===== src/rtl/pv2_pkg.sv =====
// ----------------------------------------------------------------------------
// pv2_pkg
// Shared types, codes and constants of the PROXY v2 header parser.
// ----------------------------------------------------------------------------
`default_nettype none

package pv2_pkg;

	localparam int SigLen = 12;
	localparam logic [16:0] FIXED_LEN = 17'd16;
	localparam logic [15:0] V4_BLOCK = 16'd12;
	localparam logic [15:0] V6_BLOCK = 16'd36;
	localparam logic [7:0] VER_MASK = 8'hF0;
	localparam logic [7:0] VER_V2 = 8'h20;
	localparam logic [7:0] CMD_MASK = 8'h0F;

	localparam logic [3:0] CMD_LOCAL = 4'd0;
	localparam logic [3:0] CMD_PROXY = 4'd1;
	localparam logic [3:0] FAM_INET = 4'd1;
	localparam logic [3:0] FAM_INET6 = 4'd2;

	localparam logic [2:0] ST_PROXY_OK = 3'd0;
	localparam logic [2:0] ST_LOCAL = 3'd1;
	localparam logic [2:0] ST_BAD_SIG = 3'd2;
	localparam logic [2:0] ST_BAD_VER = 3'd3;
	localparam logic [2:0] ST_BAD_CMD = 3'd4;
	localparam logic [2:0] ST_SHORT = 3'd5;

	localparam logic [1:0] AK_IPV4 = 2'd0;
	localparam logic [1:0] AK_IPV6 = 2'd1;
	localparam logic [1:0] AK_NONE = 2'd2;

	typedef struct packed {
		logic [2:0]  status;
		logic [1:0]  address_kind;
		logic [63:0] source_addr_high;
		logic [63:0] source_addr_low;
		logic [15:0] source_port;
		logic [16:0] header_length;
	} verdict_t;

	typedef struct packed {
		logic     valid;
		verdict_t verdict;
	} verdict_beat_t;

	function automatic logic [7:0] sig_byte(input logic [3:0] idx);
		logic [7:0] b;
		case (idx)
			4'd0: b = 8'h0D;
			4'd1: b = 8'h0A;
			4'd2: b = 8'h0D;
			4'd3: b = 8'h0A;
			4'd4: b = 8'h00;
			4'd5: b = 8'h0D;
			4'd6: b = 8'h0A;
			4'd7: b = 8'h51;
			4'd8: b = 8'h55;
			4'd9: b = 8'h49;
			4'd10: b = 8'h54;
			4'd11: b = 8'h0A;
			default: b = 8'h00;
		endcase
		return b;
	endfunction

endpackage

`default_nettype wire


===== src/rtl/pv2_byte_if.sv =====
// ----------------------------------------------------------------------------
// pv2_byte_if
// Byte channel into the parser: one connection byte and a restart mark.
// ----------------------------------------------------------------------------
`default_nettype none

interface pv2_byte_if;
	logic       valid;
	logic       ready;
	logic [7:0] data_byte;
	logic       restart;

	modport source (output valid, output data_byte, output restart, input ready);
	modport sink (input valid, input data_byte, input restart, output ready);
endinterface

`default_nettype wire


===== src/rtl/pv2_verdict_if.sv =====
// ----------------------------------------------------------------------------
// pv2_verdict_if
// Verdict channel out of the parser: one beat per completed header.
// ----------------------------------------------------------------------------
`default_nettype none

interface pv2_verdict_if;
	logic        valid;
	logic        ready;
	logic [2:0]  status;
	logic [1:0]  address_kind;
	logic [63:0] source_addr_high;
	logic [63:0] source_addr_low;
	logic [15:0] source_port;
	logic [16:0] header_length;

	modport source (output valid, output status, output address_kind,
		output source_addr_high, output source_addr_low, output source_port,
		output header_length, input ready);
	modport sink (input valid, input status, input address_kind,
		input source_addr_high, input source_addr_low, input source_port,
		input header_length, output ready);
endinterface

`default_nettype wire


===== src/rtl/proxy_v2_header_parser.sv =====
// ----------------------------------------------------------------------------
// proxy_v2_header_parser
// PROXY protocol v2 header parser, one connection byte per beat.
// ----------------------------------------------------------------------------
// ingress carries one byte per beat; restart marks the first header byte of a
// new connection and drops any header in progress. egress carries one verdict
// per header: status, address kind, source address and port, header length.
// Bytes outside a header (after a verdict, before a restart) are taken and
// dropped.
// Throughput: one byte per clock while ingress.ready is high. The verdict
// beat for the byte that completes the header (byte 15, or the last payload
// byte) is held in the output register, or in the skid stage behind it.
// A stalled egress keeps its beat; one more verdict fits in the skid stage,
// and only then does ingress.ready fall. Since a header spans at least 16
// bytes, ready falls only if egress stalls through a whole further header.
// Reset: no header in progress, egress empty, ingress ready.
// ----------------------------------------------------------------------------
`default_nettype none

module proxy_v2_header_parser import pv2_pkg::*; (
	input  wire logic  clk,
	input  wire logic  arst_n,
	pv2_byte_if.sink   ingress,
	pv2_verdict_if.source egress
);

	logic          beat;
	logic          can_take;
	verdict_beat_t dec_result;
	verdict_t      out_data;

	assign ingress.ready = can_take;
	assign beat = ingress.valid && can_take;

	pv2_core u_core (
		.clk       (clk),
		.arst_n    (arst_n),
		.beat      (beat),
		.data_byte (ingress.data_byte),
		.restart   (ingress.restart),
		.result    (dec_result)
	);

	pv2_outbuf u_outbuf (
		.clk       (clk),
		.arst_n    (arst_n),
		.push      (dec_result),
		.can_take  (can_take),
		.out_valid (egress.valid),
		.out_ready (egress.ready),
		.out_data  (out_data)
	);

	assign egress.status = out_data.status;
	assign egress.address_kind = out_data.address_kind;
	assign egress.source_addr_high = out_data.source_addr_high;
	assign egress.source_addr_low = out_data.source_addr_low;
	assign egress.source_port = out_data.source_port;
	assign egress.header_length = out_data.header_length;

endmodule

`default_nettype wire


===== src/rtl/pv2_core.sv =====
// ----------------------------------------------------------------------------
// pv2_core
// Header state and per-byte decode; raises a verdict beat when a header ends.
// ----------------------------------------------------------------------------
`default_nettype none

module pv2_core import pv2_pkg::*; (
	input  wire logic          clk,
	input  wire logic          arst_n,
	input  wire logic          beat,
	input  wire logic [7:0]    data_byte,
	input  wire logic          restart,
	output verdict_beat_t      result
);

	localparam logic [1:0] PH_IDLE = 2'd0;
	localparam logic [1:0] PH_HEADER = 2'd1;
	localparam logic [1:0] PH_PAYLOAD = 2'd2;

	logic [1:0]  phase_q, r_phase, n_phase;
	logic [16:0] pos_q, r_pos, n_pos;
	logic        mis_q, r_mis, n_mis;
	logic [7:0]  vc_q, r_vc, n_vc;
	logic [3:0]  fam_q, r_fam, n_fam;
	logic [15:0] dl_q, r_dl, n_dl;
	logic [63:0] hi_q, r_hi, n_hi;
	logic [63:0] lo_q, r_lo, n_lo;
	logic [15:0] port_q, r_port, n_port;
	logic [1:0]  kind;
	logic [3:0]  cmd;

	function automatic logic [1:0] kind_of(input logic [7:0] vc, input logic [3:0] fam);
		logic [1:0] k;
		k = AK_NONE;
		if ((vc & CMD_MASK) == {4'd0, CMD_PROXY}) begin
			if (fam == FAM_INET)
				k = AK_IPV4;
			else if (fam == FAM_INET6)
				k = AK_IPV6;
		end
		return k;
	endfunction

	function automatic verdict_t make_final(input logic [1:0] k, input logic [63:0] hi,
			input logic [63:0] lo, input logic [15:0] port, input logic [15:0] dl);
		verdict_t v;
		v.header_length = FIXED_LEN + {1'b0, dl};
		case (k)
			AK_IPV4: begin
				v.status = ST_PROXY_OK;
				v.address_kind = AK_IPV4;
				v.source_addr_high = 64'd0;
				v.source_addr_low = {32'd0, lo[31:0]};
				v.source_port = port;
			end
			AK_IPV6: begin
				v.status = ST_PROXY_OK;
				v.address_kind = AK_IPV6;
				v.source_addr_high = hi;
				v.source_addr_low = lo;
				v.source_port = port;
			end
			default: begin
				v.status = ST_LOCAL;
				v.address_kind = AK_NONE;
				v.source_addr_high = 64'd0;
				v.source_addr_low = 64'd0;
				v.source_port = 16'd0;
			end
		endcase
		return v;
	endfunction

	function automatic verdict_t make_error(input logic [2:0] st);
		verdict_t v;
		v.status = st;
		v.address_kind = AK_NONE;
		v.source_addr_high = 64'd0;
		v.source_addr_low = 64'd0;
		v.source_port = 16'd0;
		v.header_length = FIXED_LEN;
		return v;
	endfunction

	always_comb begin
		r_phase = restart ? PH_HEADER : phase_q;
		r_pos = restart ? 17'd0 : pos_q;
		r_mis = restart ? 1'b0 : mis_q;
		r_vc = restart ? 8'd0 : vc_q;
		r_fam = restart ? 4'd0 : fam_q;
		r_dl = restart ? 16'd0 : dl_q;
		r_hi = restart ? 64'd0 : hi_q;
		r_lo = restart ? 64'd0 : lo_q;
		r_port = restart ? 16'd0 : port_q;

		n_phase = phase_q;
		n_pos = pos_q;
		n_mis = mis_q;
		n_vc = vc_q;
		n_fam = fam_q;
		n_dl = dl_q;
		n_hi = hi_q;
		n_lo = lo_q;
		n_port = port_q;
		result.valid = 1'b0;
		result.verdict = make_error(ST_PROXY_OK);
		kind = AK_NONE;
		cmd = 4'd0;

		if (beat) begin
			n_phase = r_phase;
			n_pos = r_pos;
			n_mis = r_mis;
			n_vc = r_vc;
			n_fam = r_fam;
			n_dl = r_dl;
			n_hi = r_hi;
			n_lo = r_lo;
			n_port = r_port;
			if (r_phase == PH_HEADER) begin
				n_pos = r_pos + 17'd1;
				if (r_pos < 17'd12) begin
					if (data_byte != sig_byte(r_pos[3:0]))
						n_mis = 1'b1;
				end else if (r_pos == 17'd12) begin
					n_vc = data_byte;
				end else if (r_pos == 17'd13) begin
					n_fam = data_byte[7:4];
				end else if (r_pos == 17'd14) begin
					n_dl = {data_byte, 8'd0};
				end else begin
					n_dl = {r_dl[15:8], data_byte};
					kind = kind_of(r_vc, r_fam);
					cmd = r_vc[3:0];
					n_phase = PH_IDLE;
					result.valid = 1'b1;
					if (r_mis) begin
						result.verdict = make_error(ST_BAD_SIG);
					end else if ((r_vc & VER_MASK) != VER_V2) begin
						result.verdict = make_error(ST_BAD_VER);
					end else if (cmd != CMD_LOCAL && cmd != CMD_PROXY) begin
						result.verdict = make_error(ST_BAD_CMD);
					end else if ((kind == AK_IPV4 && n_dl < V4_BLOCK) ||
							(kind == AK_IPV6 && n_dl < V6_BLOCK)) begin
						result.verdict = make_error(ST_SHORT);
					end else if (n_dl == 16'd0) begin
						result.verdict = make_final(kind, r_hi, r_lo, r_port, n_dl);
					end else begin
						result.valid = 1'b0;
						n_phase = PH_PAYLOAD;
					end
				end
			end else if (r_phase == PH_PAYLOAD) begin
				n_pos = r_pos + 17'd1;
				kind = kind_of(r_vc, r_fam);
				if (kind == AK_IPV4) begin
					if (r_pos < 17'd20)
						n_lo = {r_lo[55:0], data_byte};
					else if (r_pos == 17'd24 || r_pos == 17'd25)
						n_port = {r_port[7:0], data_byte};
				end else if (kind == AK_IPV6) begin
					if (r_pos < 17'd24)
						n_hi = {r_hi[55:0], data_byte};
					else if (r_pos < 17'd32)
						n_lo = {r_lo[55:0], data_byte};
					else if (r_pos == 17'd48 || r_pos == 17'd49)
						n_port = {r_port[7:0], data_byte};
				end
				if (n_pos == FIXED_LEN + {1'b0, r_dl}) begin
					n_phase = PH_IDLE;
					result.valid = 1'b1;
					result.verdict = make_final(kind, n_hi, n_lo, n_port, r_dl);
				end
			end
		end
	end

	always_ff @(posedge clk or negedge arst_n) begin
		if (!arst_n) begin
			phase_q <= PH_IDLE;
			pos_q <= 17'd0;
			mis_q <= 1'b0;
		end else begin
			phase_q <= n_phase;
			pos_q <= n_pos;
			mis_q <= n_mis;
		end
	end

	always_ff @(posedge clk) begin
		vc_q <= n_vc;
		fam_q <= n_fam;
		dl_q <= n_dl;
		hi_q <= n_hi;
		lo_q <= n_lo;
		port_q <= n_port;
	end

endmodule

`default_nettype wire


===== src/rtl/pv2_outbuf.sv =====
// ----------------------------------------------------------------------------
// pv2_outbuf
// Output register with a skid stage between the decoder and the verdict port.
// ----------------------------------------------------------------------------
`default_nettype none

module pv2_outbuf import pv2_pkg::*; (
	input  wire logic          clk,
	input  wire logic          arst_n,
	input  verdict_beat_t      push,
	output logic               can_take,
	output logic               out_valid,
	input  wire logic          out_ready,
	output verdict_t           out_data
);

	logic     out_valid_q;
	logic     skid_valid_q;
	verdict_t out_q;
	verdict_t skid_q;
	logic     pop;

	assign pop = out_valid_q && out_ready;
	assign can_take = !skid_valid_q;
	assign out_valid = out_valid_q;
	assign out_data = out_q;

	always_ff @(posedge clk or negedge arst_n) begin
		if (!arst_n) begin
			out_valid_q <= 1'b0;
			skid_valid_q <= 1'b0;
		end else if (!out_valid_q || pop) begin
			if (skid_valid_q) begin
				out_valid_q <= 1'b1;
				skid_valid_q <= 1'b0;
			end else begin
				out_valid_q <= push.valid;
			end
		end else if (push.valid) begin
			skid_valid_q <= 1'b1;
		end
	end

	always_ff @(posedge clk) begin
		if (!out_valid_q || pop) begin
			if (skid_valid_q)
				out_q <= skid_q;
			else if (push.valid)
				out_q <= push.verdict;
		end else if (push.valid) begin
			skid_q <= push.verdict;
		end
	end

endmodule

`default_nettype wire


===== src/flat_wrapper.sv =====
// flat-port wrapper written by rule: the top's interface ports become plain ports
module proxy_v2_header_parser_flat import pv2_pkg::*;
  (clk, arst_n, ingress_valid, ingress_data_byte, ingress_restart, ingress_ready, egress_valid, egress_status, egress_address_kind, egress_source_addr_high, egress_source_addr_low, egress_source_port, egress_header_length, egress_ready);
  pv2_byte_if ingress_i ();
  pv2_verdict_if egress_i ();
  input  wire logic clk;
  input  wire logic arst_n;
  input wire logic [$bits(ingress_i.valid)-1:0] ingress_valid;
  input wire logic [$bits(ingress_i.data_byte)-1:0] ingress_data_byte;
  input wire logic [$bits(ingress_i.restart)-1:0] ingress_restart;
  output wire logic [$bits(ingress_i.ready)-1:0] ingress_ready;
  output wire logic [$bits(egress_i.valid)-1:0] egress_valid;
  output wire logic [$bits(egress_i.status)-1:0] egress_status;
  output wire logic [$bits(egress_i.address_kind)-1:0] egress_address_kind;
  output wire logic [$bits(egress_i.source_addr_high)-1:0] egress_source_addr_high;
  output wire logic [$bits(egress_i.source_addr_low)-1:0] egress_source_addr_low;
  output wire logic [$bits(egress_i.source_port)-1:0] egress_source_port;
  output wire logic [$bits(egress_i.header_length)-1:0] egress_header_length;
  input wire logic [$bits(egress_i.ready)-1:0] egress_ready;
  assign ingress_i.valid = ingress_valid;
  assign ingress_i.data_byte = ingress_data_byte;
  assign ingress_i.restart = ingress_restart;
  assign ingress_ready = ingress_i.ready;
  assign egress_valid = egress_i.valid;
  assign egress_status = egress_i.status;
  assign egress_address_kind = egress_i.address_kind;
  assign egress_source_addr_high = egress_i.source_addr_high;
  assign egress_source_addr_low = egress_i.source_addr_low;
  assign egress_source_port = egress_i.source_port;
  assign egress_header_length = egress_i.header_length;
  assign egress_i.ready = egress_ready;
  proxy_v2_header_parser u_core (.clk(clk), .arst_n(arst_n), .ingress(ingress_i), .egress(egress_i));
endmodule

===== config.mk =====
export PLATFORM = sky130hd
export DESIGN_NAME = proxy_v2_header_parser_flat
export DESIGN_NICKNAME = d
export VERILOG_FILES = /design/src/rtl/pv2_pkg.sv /design/src/rtl/pv2_byte_if.sv /design/src/rtl/pv2_verdict_if.sv /design/src/rtl/proxy_v2_header_parser.sv /design/src/rtl/pv2_core.sv /design/src/rtl/pv2_outbuf.sv /design/src/flat_wrapper.sv
export SDC_FILE = /design/constraint.sdc
export NUM_CORES = 1
export LEC_CHECK = 0
export BUFFER_PORTS_ARGS = -buffer_cell sky130_fd_sc_hd__buf_2
export CAP_MARGIN = 10
export CORE_MARGIN = 8
export CORE_UTILIZATION = 41
export CTS_BUF_LIST = sky130_fd_sc_hd__clkbuf_8
export CTS_CLUSTER_DIAMETER = 40
export CTS_CLUSTER_SIZE = 24
export DETAILED_ROUTE_END_ITERATION = 12
export PLACE_DENSITY = 0.59
export SYNTH_ARGS = -nofsm -noshare
export SYNTH_HDL_FRONTEND = slang
export SYNTH_HIERARCHICAL = 1
export SYNTH_SLANG_ARGS = --single-unit

===== constraint.sdc =====
create_clock -name clk -period 13.8 [get_ports clk]
set_clock_uncertainty 0.05 [all_clocks]
set_input_delay 0.69 -clock clk [delete_from_list [all_inputs] [get_ports clk]]
set_output_delay 0.69 -clock clk [all_outputs]
set_load 0.02 [all_outputs]

### Yosys cells after proc, flatten, opt, wreduce, memory -nomap -nowiden

Memories as Yosys holds them, arrays and structs flattened.
Cells that the tools add are included.

* register bits after elaboration: 526
* bits in latches: 0
* memory bits (writable): 0
* bits in read-only memories: 96
* bits of input ports: 13
* output and inout bits: 168
* memories: 1

Memories
* (name not given): depth 16, width 6, read ports 1, clocked after Yosys merged registers in 0, wr ports 0, RTL line pv2_pkg.sv:49 `case (idx)`

* $add $sub $neg: 3
* $mul: 0
* div/mod/pow operators: 0
* magnitude comparators: 6
* equal/unequal tests: 18
* shift operators: 0
* muxes and demuxes: 99
* bitwise logic cells: 1
* reductions and logical operators: 19

Operators with widths (count)
* two-way mux 167 bit: 8
* two-way mux 166 bit: 7
* two-way mux 64 bit: 14
* one-hot mux 147 bit (2 select lines): 2
* two-way mux 16 bit: 16
* two-way mux 8 bit: 7
* == test 17 x 4 -> 1 bit (second input constant): 3
* two-way mux 17 bit: 3
* two-way mux 2 bit: 25
* adder 5 x 16 -> 17 bit (first input constant): 2
* == test 17 x 5 -> 1 bit (second input constant): 2
* == test 17 x 6 -> 1 bit (second input constant): 2
* < comparator 17 x 5 -> 1 bit (second input constant): 2
* two-way mux 4 bit: 5
* adder 17 x 1 -> 17 bit (second input constant): 1
* == test 17 bit: 1
* < comparator 17 x 4 -> 1 bit (second input constant): 1
* < comparator 17 x 6 -> 1 bit (second input constant): 1
* zero test 16 bit: 1
* < comparator 16 x 4 -> 1 bit (second input constant): 1
* < comparator 16 x 6 -> 1 bit (second input constant): 1
* two-way mux 1 bit: 12
* == test 4 x 1 -> 1 bit (second input constant): 2
* inequality test 8 bit: 1
* other kinds (13): 26

### Longest topological paths before layout

* word-level depth: 26
* gate-level depth with buffers: 20

### By module

Netlist, hierarchy kept.

Modules (own cells, without submodules)
* pv2_outbuf: times used 1, cells an instance 527, area an instance 12497.0 um^2, sequential area each 10019.6 um^2
* pv2_core: times used 1, cells an instance 1337, area an instance 12251.8 um^2, sequential area each 5665.4 um^2
* proxy_v2_header_parser: times used 1, cells an instance 1, area an instance 6.3 um^2, sequential area each 0.0 um^2

### Least setup slack after synthesis

Ideal clock, no wire load.

* kind: flip-flop to flip-flop
* start point: register u_core.u_outbuf.skid_valid_q
* end point: register u_core.u_outbuf.out_q, in the netlist u_core/u_outbuf/out_data[0] (enable)
* setup time: 0.748 ns
* arrival time: 13.475 ns
* data required time: 13.002 ns
* path slack: -0.473 ns
* cell stages (with the launch flop): 9
* cell sequence: dfrtp_1 buf_6 buf_6 buf_6 inv_1 and2_1 o21a_1 nor2_1 a21oi_1

RTL lines
* start, declared: RTL line pv2_outbuf.sv:18 `logic skid_valid_q;`
* start signal, assigned: RTL line pv2_outbuf.sv:31 `skid_valid_q <= 1'b0;`
* start signal, assigned: RTL line pv2_outbuf.sv:35 `skid_valid_q <= 1'b0;`
* start signal, assigned: RTL line pv2_outbuf.sv:40 `skid_valid_q <= 1'b1;`
* end signal, assigned: RTL line pv2_outbuf.sv:47 `out_q <= skid_q;`
* end signal, assigned: RTL line pv2_outbuf.sv:49 `out_q <= push.verdict;`
* end, declared: RTL line pv2_outbuf.sv:19 `verdict_t out_q;`

==> flow_summary.json <==
{
  "p_per_area_nw_per_um2": 126,
  "cts_buffer_depth": 3,
  "cts_tree": "done",
  "slew_violations": 0,
  "slowest_stage": "buf_4",
  "port_buffers": 180,
  "numCtsBuffers": 85,
  "ant_nets": 0,
  "synth_ff_type": "edfxtp_1",
  "grt_pass1_vias": 15500,
  "fin_cells": 2873,
  "relSlewSlack": 0.198,
  "crit_family": "buffers and inverters",
  "rows": 90,
  "yosysUniqueCellTypes": 80,
  "p_leak_nw": 10.4,
  "async_reset_ff_frac": 0.0418,
  "nets": 2042,
  "core_sq_um": 60000,
  "startpoint_type": "primary input",
  "critPathArrivalTime_ps": 6190,
  "postLayoutCellArea_sq_um": 28200,
  "antenna_found_initial": 3,
  "final.fill_count": 5308,
  "die_area_sq_um": 68500,
  "finalSetupViolations": 0,
  "grt.overflow.total": 0,
  "path_cells": "buf_4 -> inv_2 -> buf_4 -> nand2_1 -> inv_1 -> ha_1 -> and4_1 -> nand4_1 -> mux2i_2 -> nor3_1 -> a2111oi_2 -> nand3_1 -> a211oi_1 -> o21a_1 -> and3_4 -> buf_4",
  "hold_violations": 0,
  "irDropWorstVdd_uv": 60.8,
  "area_growth_pct": 14.1,
  "vias": 15900,
  "synth_edf_count": 504,
  "wl_um": 61300,
  "crit_top_cell": "buf_4",
  "crit_path_max_fanout": 67,
  "post_cts_buffers": 0,
  "hpwlAfterDp_um": 38100,
  "crit_required_ps": 14010,
  "dpl_cell_area_sq_um": 26200,
  "fmax_mhz": 167,
  "critPathMaxStageDelay_ps": 840,
  "drt_iter0_markers": 1246,
  "yosysSeqAreaShare": 0.634,
  "hp-class": "primary input to register",
  "clk_latency_ps": 670,
  "avgViaCountPerCell": 5.54,
  "cts_root_buffer": "clkbuf_8",
  "status": "completed",
  "worst-path-buf-inv": 5,
  "yosysWarnings": 6,
  "dp.cells": 2711,
  "ys_ff_latch": 526,
  "io_pins": 181,
  "cts_max_level": 3,
  "synth_area_per_cell_sq_um": 13.3,
  "grt_pass1_wl_um": 94100,
  "syn_nets": 1890,
  "drive_gt1_frac": 0.271,
  "cp-end-kind": "register",
  "synth_area_sq_um": 24800,
  "cts_hold_buf": 1,
  "period_minus_slack_ps": 5980,
  "drc": 0,
  "cts_resized": 0,
  "synthCells": 1865,
  "finalSetupTns_ps": 0,
  "period_share": 0.434,
  "tightest_slew_ps": 1200,
  "cts.sinks": 526,
  "place.gp.congestion": 0.842,
  "path_clk_slew_ps": 60,
  "wire_per_inst_um": 21.3,
  "initial_utilization": 0.412,
  "maxCapViolCount": 0,
  "post-route-util": 0.471,
  "rsz0062_at_grt": "false",
  "die_w_um": 262,
  "path_class": "primary input to register",
  "die_h_um": 262,
  "drt-pass1-iter-count": 5,
  "grtUsageTotal": 0.176,
  "grt_max_degree": 167
}
## where the power goes
part,leakage [nW],internal [mW],total (mW),switching (mW)
registers,5.20,1.77,1.82,0.0453
logic,4.16,0.0449,0.133,0.0885
clock network,1.00,0.872,1.60,0.725
total,10.4,2.69,3.55,0.859
## logic make-up after synthesis
logic type	synth area share
AOI/OAI and AO/OA	0.114
xor gates and xnor gates	0.0149
adders and majority gates	0.00607
buffers and inverters	0.0332
DFF	0.634
muxes	0.0989
and+or+nand+nor	0.0992
## per-layer routing
metal  wire length (um)  GRT usage  vias up  part of all wire
met5                 24          0        -           0.00039
met4               1370     0.0562        4             0.022
met3               4140     0.0369       94             0.068
met2              28900      0.278      543              0.47
met1              26900      0.240     7900              0.44
li1                   -          -     7389                 -
## final timing paths
path                                            start  depth (start not counted)                           end  slack (ps)
max                                   ingress_restart                         16    u_core/u_outbuf/skid_q[87]        7820
min                                      egress_ready                          3  u_core/u_outbuf/skid_valid_q         270
max reg2reg                    u_core/u_core/pos_q[0]                         12    u_core/u_outbuf/skid_q[87]        8240
min reg2reg                u_core/u_outbuf/skid_q[33]                          1  u_core/u_outbuf/out_data[33]         490
max in group asynchronous                      arst_n                          2  u_core/u_outbuf/skid_valid_q       12710
min in group asynchronous                      arst_n                          2        u_core/u_core/pos_q[6]         540
## final cells by class
| cell class | instances | area [sq um] | share of cell area |
|---|---|---|---|
| Antenna cell | 4 | 10.0 | 0.000354 |
| Clock buffer | 89 | 1220 | 0.0434 |
| Clock inverter | 68 | 820 | 0.0290 |
| Inverter | 32 | 120 | 0.00425 |
| Multi-Input combinational cell | 1169 | 8300 | 0.294 |
| Sequential cell | 526 | 15700 | 0.555 |
| Tap cell | 782 | 978 | 0.0346 |
| Timing Repair Buffer | 203 | 1100 | 0.0391 |
## cells in the mapped netlist, types with 7 or more instances
cell	number	area, sq um
dfrtp_1	22	551
a22o_1	74	648
nor4_1	15	93.8
buf_6	14	158
and3_1	8	50.1
mux2_2	69	777
nand3_1	21	105
inv_1	31	116
ha_1	12	150
clkbuf_1	73	274
buf_2	46	230
nand2b_1	9	56.3
a21oi_1	129	646
nor2b_1	15	93.8
nand4_1	14	87.6
xor2_1	10	87.6
edfxtp_1	504	15100
nand2_1	325	1220
o21ai_0	60	300
nor2_1	63	236
mux2i_1	14	140
a31o_2	11	96.3
mux2_4	101	1520
o31ai_1	7	52.6
a32o_1	72	721
nor3_1	27	135
xnor2_1	27	236
or2_2	7	43.8
## worst register-to-register path, cell delays in order, from the launching register on
cell and delay [ps]:
dfrtp_1 540, nor2b_1 370, ha_1 320, nand4_1 310, or2_1 480, o32ai_2 340, o31ai_2 130, nor4b_4 360
nand3_1 250, a211oi_1 310, o21a_1 180, and3_4 620, buf_4 900
## layout by cell type (no fill, tap or decap), types with 15 or more instances in the layout
master	Yosys	routed
a32o_1	72	72
nor4_1	15	15
nor2_1	63	59
buf_4	2	21
a21oi_1	129	128
inv_1	31	32
edfxtp_1	504	504
mux2_2	69	69
nand3_1	21	21
clkbuf_8	0	89
nand2_1	325	325
nor3_1	27	27
dfrtp_1	22	21
xnor2_1	27	27
nor2b_1	15	15
o21ai_0	60	59
buf_2	46	179
mux2_4	101	101
a22o_1	74	74
## flip-flops by register name (all words and copies together) (netlist names), 2 cells and up
signal                    cells
u_core/u_core/dl_q           16
u_core/u_core/fam_q           4
u_core/u_core/hi_q           64
u_core/u_core/lo_q           64
u_core/u_core/phase_q         2
u_core/u_core/port_q         16
u_core/u_core/pos_q          17
u_core/u_core/vc_q            8
u_core/u_outbuf/out_data    166
u_core/u_outbuf/skid_q      166
## per-stage QoR
stage / power (mW) / setup slack [ps] / hold slack (ps)
detailed placement: 1.98 / 7160 / 482
finish: 3.55 / 7820 / 270
CTS: 3.59 / 7870 / 209
global route: 3.68 / 7420 / 252
floorplan: 1.94 / 3310 / 344
global placement: 1.98 / 7330 / 479
Note: power is estimated with default switching activity, not from simulation.
